### config.mk
export PLATFORM = sky130hd
export DESIGN_NAME = multi_channel_pwm_generator_top
export DESIGN_NICKNAME = d
export VERILOG_FILES = /design/src/mcpwm_pkg.sv /design/src/mcpwm_channel.sv /design/src/multi_channel_pwm_generator_top.sv
export SDC_FILE = /design/constraint.sdc
export NUM_CORES = 1
export LEC_CHECK = 0
export BUFFER_PORTS_ARGS = -buffer_cell sky130_fd_sc_hd__buf_2
export CELL_PAD_IN_SITES_DETAIL_PLACEMENT = 1
export CELL_PAD_IN_SITES_GLOBAL_PLACEMENT = 1
export CORE_MARGIN = 3
export CORE_UTILIZATION = 30
export CTS_CLUSTER_DIAMETER = 200
export DETAILED_ROUTE_END_ITERATION = 10
export PLACE_DENSITY_LB_ADDON = 0.1
export SYNTH_ARGS = -nofsm -noshare
export SYNTH_HDL_FRONTEND = slang
export SYNTH_SLANG_ARGS = --single-unit
### constraint.sdc
create_clock -name clk -period 3.1 [get_ports clk]
set_clock_uncertainty 0.15 [all_clocks]
set_input_delay 0.155 -clock clk [delete_from_list [all_inputs] [get_ports clk]]
set_output_delay 0.155 -clock clk [all_outputs]
set_load 0.005 [all_outputs]
### src/mcpwm_pkg.sv
// mcpwm_pkg: shared types and constants for the multi-channel pwm generator
// no dependencies; used by mcpwm_channel and multi_channel_pwm_generator_top
`default_nettype none

package mcpwm_pkg;

    localparam int LEN_W = 24;
    localparam int PCT_FULL = 100;

    // opcodes
    localparam logic [1:0] OP_TICK  = 2'd0;
    localparam logic [1:0] OP_DUTY  = 2'd1;
    localparam logic [1:0] OP_RAW   = 2'd2;
    localparam logic [1:0] OP_CONST = 2'd3;

    // drive modes
    localparam logic [1:0] MODE_OFF = 2'd0;
    localparam logic [1:0] MODE_ON  = 2'd1;
    localparam logic [1:0] MODE_PWM = 2'd2;

    typedef struct packed {
        logic [1:0] opcode;
        logic [1:0] channel;
        logic [7:0] value;
    } cmd_item_t;

    typedef struct packed {
        logic [3:0] pin_levels;
        logic [3:0] pulsing_mask;
    } res_item_t;

    // decoded command broadcast to every channel
    typedef struct packed {
        logic             tick;
        logic             set_pwm;
        logic             set_const;
        logic             const_on;
        logic [LEN_W-1:0] high_len;
        logic [LEN_W-1:0] low_len;
    } chan_cmd_t;

    typedef struct packed {
        logic level;
        logic pulsing;
    } chan_status_t;

endpackage

`default_nettype wire

### src/mcpwm_channel.sv
// mcpwm_channel: state and phase counter of one pwm channel
// depends on mcpwm_pkg
`default_nettype none

module mcpwm_channel (
    input  wire logic                 clk,
    input  wire logic                 rst_n,
    input  wire logic                 apply,
    input  wire logic                 sel,
    input  wire mcpwm_pkg::chan_cmd_t cmd,
    output mcpwm_pkg::chan_status_t   status_next
);

    logic [1:0]                  mode_reg, mode_next;
    logic                        pulse_reg, pulse_next;
    logic [mcpwm_pkg::LEN_W-1:0] ticks_reg, ticks_next;
    logic [mcpwm_pkg::LEN_W-1:0] high_reg, high_next;
    logic [mcpwm_pkg::LEN_W-1:0] low_reg, low_next;
    logic [mcpwm_pkg::LEN_W-1:0] reload_len;

    // zero length loads as one tick
    function automatic logic [mcpwm_pkg::LEN_W-1:0] load_len(
        input logic [mcpwm_pkg::LEN_W-1:0] len
    );
        return (len == '0) ? mcpwm_pkg::LEN_W'(1) : len;
    endfunction

    always_comb
    begin
        mode_next  = mode_reg;
        pulse_next = pulse_reg;
        ticks_next = ticks_reg;
        high_next  = high_reg;
        low_next   = low_reg;
        reload_len = pulse_reg ? low_reg : high_reg;
        if (apply)
        begin
            if (cmd.tick)
            begin
                if (mode_reg == mcpwm_pkg::MODE_PWM)
                begin
                    if (ticks_reg <= mcpwm_pkg::LEN_W'(1))
                    begin
                        pulse_next = !pulse_reg;
                        ticks_next = load_len(reload_len);
                    end
                    else
                    begin
                        ticks_next = ticks_reg - mcpwm_pkg::LEN_W'(1);
                    end
                end
            end
            else if (sel && cmd.set_const)
            begin
                mode_next  = cmd.const_on ? mcpwm_pkg::MODE_ON : mcpwm_pkg::MODE_OFF;
                pulse_next = 1'b0;
                ticks_next = '0;
                high_next  = '0;
                low_next   = '0;
            end
            else if (sel && cmd.set_pwm)
            begin
                high_next = cmd.high_len;
                low_next  = cmd.low_len;
                // entering pwm starts a pulse right away
                if (mode_reg != mcpwm_pkg::MODE_PWM)
                begin
                    mode_next  = mcpwm_pkg::MODE_PWM;
                    pulse_next = 1'b1;
                    ticks_next = load_len(cmd.high_len);
                end
            end
        end
    end

    always_comb
    begin
        status_next.pulsing = (mode_next == mcpwm_pkg::MODE_PWM);
        status_next.level   = (mode_next == mcpwm_pkg::MODE_ON) ||
                              ((mode_next == mcpwm_pkg::MODE_PWM) && pulse_next);
    end

    always_ff @(posedge clk or negedge rst_n)
    begin
        if (!rst_n)
        begin
            mode_reg  <= mcpwm_pkg::MODE_OFF;
            pulse_reg <= 1'b0;
            ticks_reg <= '0;
            high_reg  <= '0;
            low_reg   <= '0;
        end
        else
        begin
            mode_reg  <= mode_next;
            pulse_reg <= pulse_next;
            ticks_reg <= ticks_next;
            high_reg  <= high_next;
            low_reg   <= low_next;
        end
    end

endmodule

`default_nettype wire

### src/multi_channel_pwm_generator_top.sv
// multi_channel_pwm_generator_top: command decode, length scaling, result register
// depends on mcpwm_pkg and mcpwm_channel
// a transaction's result is registered, in the skid entry while an earlier result waits
// throughput: one transaction per cycle; all channel counters update in the accept cycle
// a skid entry takes one more transaction while a result waits, then input stalls
// reset: asynchronous, active low; every channel comes up constant off with the pin low
`default_nettype none

module multi_channel_pwm_generator_top #(
    parameter int CHANNEL_COUNT    = 4,
    parameter int STEPS_PER_PERIOD = 100,
    parameter int TICKS_PER_STEP   = 64
) (
    input  wire logic                 clk,
    input  wire logic                 rst_n,
    input  wire logic                 cmd_valid,
    output logic                      cmd_ready,
    input  wire mcpwm_pkg::cmd_item_t cmd_data,
    output logic                      res_valid,
    input  wire logic                 res_ready,
    output mcpwm_pkg::res_item_t      res_data
);

    localparam int LUT_DEPTH = 128;

    typedef logic [LUT_DEPTH-1:0][7:0] duty_lut_t;

    // pulse steps for each duty percent, worked out at elaboration
    function automatic duty_lut_t build_duty_lut();
        duty_lut_t lut;
        lut = '0;
        for (int p = 0; p < mcpwm_pkg::PCT_FULL; p++)
        begin
            lut[p] = 8'((STEPS_PER_PERIOD * p) / mcpwm_pkg::PCT_FULL);
        end
        return lut;
    endfunction

    localparam duty_lut_t DUTY_LUT = build_duty_lut();

    logic                        accept;
    logic                        pop;
    logic [7:0]                  pulse_steps;
    logic [7:0]                  space_steps;
    mcpwm_pkg::chan_cmd_t        cmd;
    mcpwm_pkg::chan_status_t     status [CHANNEL_COUNT];
    mcpwm_pkg::res_item_t        res_new;
    mcpwm_pkg::res_item_t        res_data_reg, skid_data_reg;
    logic                        res_valid_reg, skid_valid_reg;

    assign accept = cmd_valid && cmd_ready;
    assign pop    = res_valid_reg && res_ready;

    // opcode decode
    always_comb
    begin
        cmd.tick      = 1'b0;
        cmd.set_pwm   = 1'b0;
        cmd.set_const = 1'b0;
        cmd.const_on  = 1'b0;
        pulse_steps   = cmd_data.value;
        unique case (cmd_data.opcode)
            mcpwm_pkg::OP_TICK:
            begin
                cmd.tick = 1'b1;
            end
            mcpwm_pkg::OP_DUTY:
            begin
                pulse_steps = DUTY_LUT[cmd_data.value[6:0]];
                if (cmd_data.value == 8'd0)
                begin
                    cmd.set_const = 1'b1;
                end
                else if (cmd_data.value >= 8'(mcpwm_pkg::PCT_FULL))
                begin
                    cmd.set_const = 1'b1;
                    cmd.const_on  = 1'b1;
                end
                else
                begin
                    cmd.set_pwm = 1'b1;
                end
            end
            mcpwm_pkg::OP_RAW:
            begin
                if (cmd_data.value == 8'd0)
                begin
                    cmd.set_const = 1'b1;
                end
                else if (cmd_data.value >= 8'(STEPS_PER_PERIOD))
                begin
                    cmd.set_const = 1'b1;
                    cmd.const_on  = 1'b1;
                end
                else
                begin
                    cmd.set_pwm = 1'b1;
                end
            end
            mcpwm_pkg::OP_CONST:
            begin
                cmd.set_const = 1'b1;
                cmd.const_on  = (cmd_data.value != 8'd0);
            end
            default:
            begin
                cmd.tick = 1'b0;
            end
        endcase
        space_steps  = 8'(STEPS_PER_PERIOD) - pulse_steps;
        cmd.high_len = mcpwm_pkg::LEN_W'(mcpwm_pkg::LEN_W'(pulse_steps) *
                                         mcpwm_pkg::LEN_W'(TICKS_PER_STEP));
        cmd.low_len  = mcpwm_pkg::LEN_W'(mcpwm_pkg::LEN_W'(space_steps) *
                                         mcpwm_pkg::LEN_W'(TICKS_PER_STEP));
    end

    for (genvar g = 0; g < CHANNEL_COUNT; g++)
    begin : g_chan
        mcpwm_channel u_chan (
            .clk         (clk),
            .rst_n       (rst_n),
            .apply       (accept),
            .sel         (int'(cmd_data.channel) == g),
            .cmd         (cmd),
            .status_next (status[g])
        );
    end

    // only the first four channels are reported
    for (genvar b = 0; b < 4; b++)
    begin : g_res
        if (b < CHANNEL_COUNT)
        begin : g_used
            assign res_new.pin_levels[b]   = status[b].level;
            assign res_new.pulsing_mask[b] = status[b].pulsing;
        end
        else
        begin : g_unused
            assign res_new.pin_levels[b]   = 1'b0;
            assign res_new.pulsing_mask[b] = 1'b0;
        end
    end

    assign cmd_ready = !skid_valid_reg;
    assign res_valid = res_valid_reg;
    assign res_data  = res_data_reg;

    always_ff @(posedge clk or negedge rst_n)
    begin
        if (!rst_n)
        begin
            res_valid_reg  <= 1'b0;
            skid_valid_reg <= 1'b0;
        end
        else if (skid_valid_reg)
        begin
            if (pop)
            begin
                skid_valid_reg <= 1'b0;
            end
        end
        else if (accept)
        begin
            if (res_valid_reg && !pop)
            begin
                skid_valid_reg <= 1'b1;
            end
            else
            begin
                res_valid_reg <= 1'b1;
            end
        end
        else if (pop)
        begin
            res_valid_reg <= 1'b0;
        end
    end

    // result payload, skid entry drains into the output register first
    always_ff @(posedge clk)
    begin
        if (skid_valid_reg)
        begin
            if (pop)
            begin
                res_data_reg <= skid_data_reg;
            end
        end
        else if (accept)
        begin
            if (res_valid_reg && !pop)
            begin
                skid_data_reg <= res_new;
            end
            else
            begin
                res_data_reg <= res_new;
            end
        end
    end

endmodule

`default_nettype wire

==> flow_summary.json <==
{
  "status": "finished, final reports clean",
  "avgRoutedWirePerCell_um": 21.6,
  "dr.first_iter.drc_count": 480,
  "drive_above_1_share": 0.149,
  "hold_depth": 3,
  "grt_antenna_before_repair": 0,
  "clk_pin_slew_ns": 0.08,
  "synth_seq_area_share": 0.443,
  "synthSimpleGateAreaFrac": 0.218,
  "cts_buffers": 17,
  "crit_cells": 6,
  "cp_max_fo": 5,
  "relSlewSlack": 0.219,
  "path_cells": "or4_1 -> or4_4 -> nor3b_4 -> a21oi_2 -> o32ai_2 -> mux2_1",
  "final_hold_viol_count": 0,
  "largest_reg_flops": 96,
  "final_nets": 1288,
  "area_growth_pct": 15.8,
  "drv_slew": 0,
  "fin_ws_ns": 0.208,
  "cts_resized": 0,
  "rsz0062_at_grt": "no",
  "synth_fp_nets": 1221,
  "arrival_ns": 3.05,
  "initial_core_util": 0.307,
  "overflow": 0,
  "final_util": 0.356,
  "avgSynthCellArea_um2": 8.96,
  "pre_cts_ws_ns": 0.270,
  "r2r_cells": 6,
  "tns_ns": 0,
  "io_buffers": 25,
  "cp_top_family": "simple AND/OR/NAND/NOR gates",
  "hpwl_um": 26900,
  "crit_start": "g_chan[1].u_chan.ticks_reg[6]",
  "drc": 0,
  "synth_xor_area_frac": 0.0238,
  "synth_compound_area_frac": 0.224,
  "dr.pass1.iters": 5,
  "htreeDepth": 4,
  "p_total_mw": 9.60,
  "ir_worst_vdd_uv": 400,
  "slowest_delay_ns": 0.64,
  "gp_congestion": 0.792,
  "synthArstFlopShare": 0.914,
  "syn-instance-count": 1193,
  "leakage_nw": 5.24,
  "path_class": "flip-flop to flip-flop",
  "synth_top_family_by_area": "compound AO/OA/AOI/OAI gates",
  "yosysUniqueCellTypes": 82,
  "synth_seq_cells": 186,
  "cts_max_path_buffers": 2,
  "post_cts_buffers": 0,
  "io_pins": 26,
  "clockRootBuffer": "clkbuf_16",
  "ctsHoldBuffers": 3,
  "min_path_type": "input pin to flip-flop",
  "grt_max_degree": 66,
  "power.density_mw_per_mm2": 775,
  "die_w_um": 195,
  "synth_adder_area_share": 0.0140,
  "drv_cap": 0,
  "min_period_ns": 2.89,
  "first_global_vias": 9931,
  "tightest_slew_ns": 1.17,
  "cp-end-kind": "flip-flop",
  "num_rows": 68,
  "critPathSlowestCell": "or4_1",
  "grt_pass1_wl_um": 60500,
  "core_area_mm2": 0.0348,
  "dieArea_mm2": 0.0379,
  "fin_crit_sh": 0.933,
  "critPathLaunchType": "flip-flop",
  "num_vias": 9535,
  "dp_cells": 1693,
  "synth_top_area_share": 0.398,
  "fin_cells": 1729,
  "fmax_ghz": 0.346,
  "crit_buf_inv": 0,
  "clock_sinks": 186,
  "chipHeight_um": 195,
  "drt_wl_total_um": 37300,
  "synth_edf_count": 16,
  "yosys_warnings": 0,
  "hp-start": "cmd_valid",
  "gr-usage-all-layers": 0.201,
  "r2r-start": "g_chan[1].u_chan.ticks_reg[6]",
  "synth_top_cells_by_area": "dfrtp_1, o21ai_0, nand2_1",
  "finalSetupViolations": 0,
  "clkLatencyLatePin_ns": 0.45,
  "yosys-mux-area-fraction": 0.0421,
  "ant_nets": 0,
  "required_ns": 3.26,
  "synth_top_area_cell": "dfrtp_1",
  "cts_tree": "yes",
  "vias_per_cell": 5.51,
  "syn-cell-area_mm2": 0.0107,
  "synthFlopType": "dfrtp_1"
}
-- power by group --
| part | internal (mW) | total [mW] | leakage, nW | switching [mW] |
|---|---|---|---|---|
| combinational | 1.59 | 3.73 | 2.56 | 2.13 |
| sequential | 3.09 | 3.79 | 2.43 | 0.696 |
| clock | 1.03 | 2.09 | 0.251 | 1.06 |
-- layer usage --
| metal | share of wire | track usage | vias up |
|---|---|---|---|
| li1 | - | - | 4566 |
| met1 | 0.52 | 0.300 | 4848 |
| met2 | 0.44 | 0.306 | 93 |
| met3 | 0.025 | 0.0326 | 28 |
| met4 | 0.014 | 0.0438 | 0 |
| met5 | 0 | 0 | - |
-- synth_stat cells (all sizes together), types with 16 or more instances --
cell type / instances
a21oi: 58
a22o: 20
a31oi: 17
buf: 16
clkbuf: 50
dfrtp: 170
edfxtp: 16
inv: 27
mux2: 16
mux2i: 27
nand2: 130
nand3: 39
nor2: 93
nor2b: 17
nor3: 54
nor4: 36
o21ai: 137
o22ai: 19
o31ai: 20
or3: 16
xnor2: 19
-- per-stage QoR --
step | instance area, um^2 | hold WS (ns)
after floorplan | 10700 | -0.291
after global placement | 11800 | 0.0584
after detailed placement | 11800 | 0.0573
after CTS | 12400 | 0.0156
after global routing | 12400 | 0.0598
final | 12400 | 0.0556
-- cell families (layout without fill, tap and decap cells) --
logic type	Yosys count	after routing
adders and majority gates	12	12
AOI/OAI and AO/OA	365	365
xor gates and xnor gates	29	29
and+or+nand+nor	465	465
other	0	1
buffers and inverters	93	173
muxes	43	43
DFF	186	186
-- worst paths after layout --
kind / endpoint / slack [ns]
worst min-delay path: res_valid / 0.06
min in group asynchronous: g_chan[1].u_chan.ticks_reg[17] / 0.11
worst max register to register: res_data[5] / 0.21
max in group asynchronous: g_chan[2].u_chan.ticks_reg[17] / 1.94
worst min register to register: g_chan[0].u_chan.high_reg[7] / 0.33
worst max-delay path: res_data[5] / 0.21
-- worst register-to-register path: cells and delay by family (launching register included) --
family / cells / cell delay [ns]
AO/OA/AOI/OAI: 2 / 0.50
AND/OR/NAND/NOR: 3 / 1.51
multiplexers: 1 / 0.19
flip-flops: 1 / 0.40
-- cell type report --
cell class              instances  area, um^2
diodes                          1        2.50
clock buffers                  18         429
clock inverters                14         101
fillers                      4026       22400
inverters                      27         101
multi-input cells             914        5600
flip-flops and latches        186        4730
well taps                     455         569
repair buffers                114         847
-- cells in the final DEF (no fill, tap or decap), drive strengths merged, types with 28 or more instances in the layout --
| master | instances |
|---|---|
| nand3 | 39 |
| nor4 | 36 |
| buf | 110 |
| dfrtp | 170 |
| inv | 28 |
| o21ai | 137 |
| nor2 | 93 |
| nand2 | 130 |
| a21oi | 58 |
| nor3 | 54 |
No activity file was read; power rests on OpenSTA's default activity.
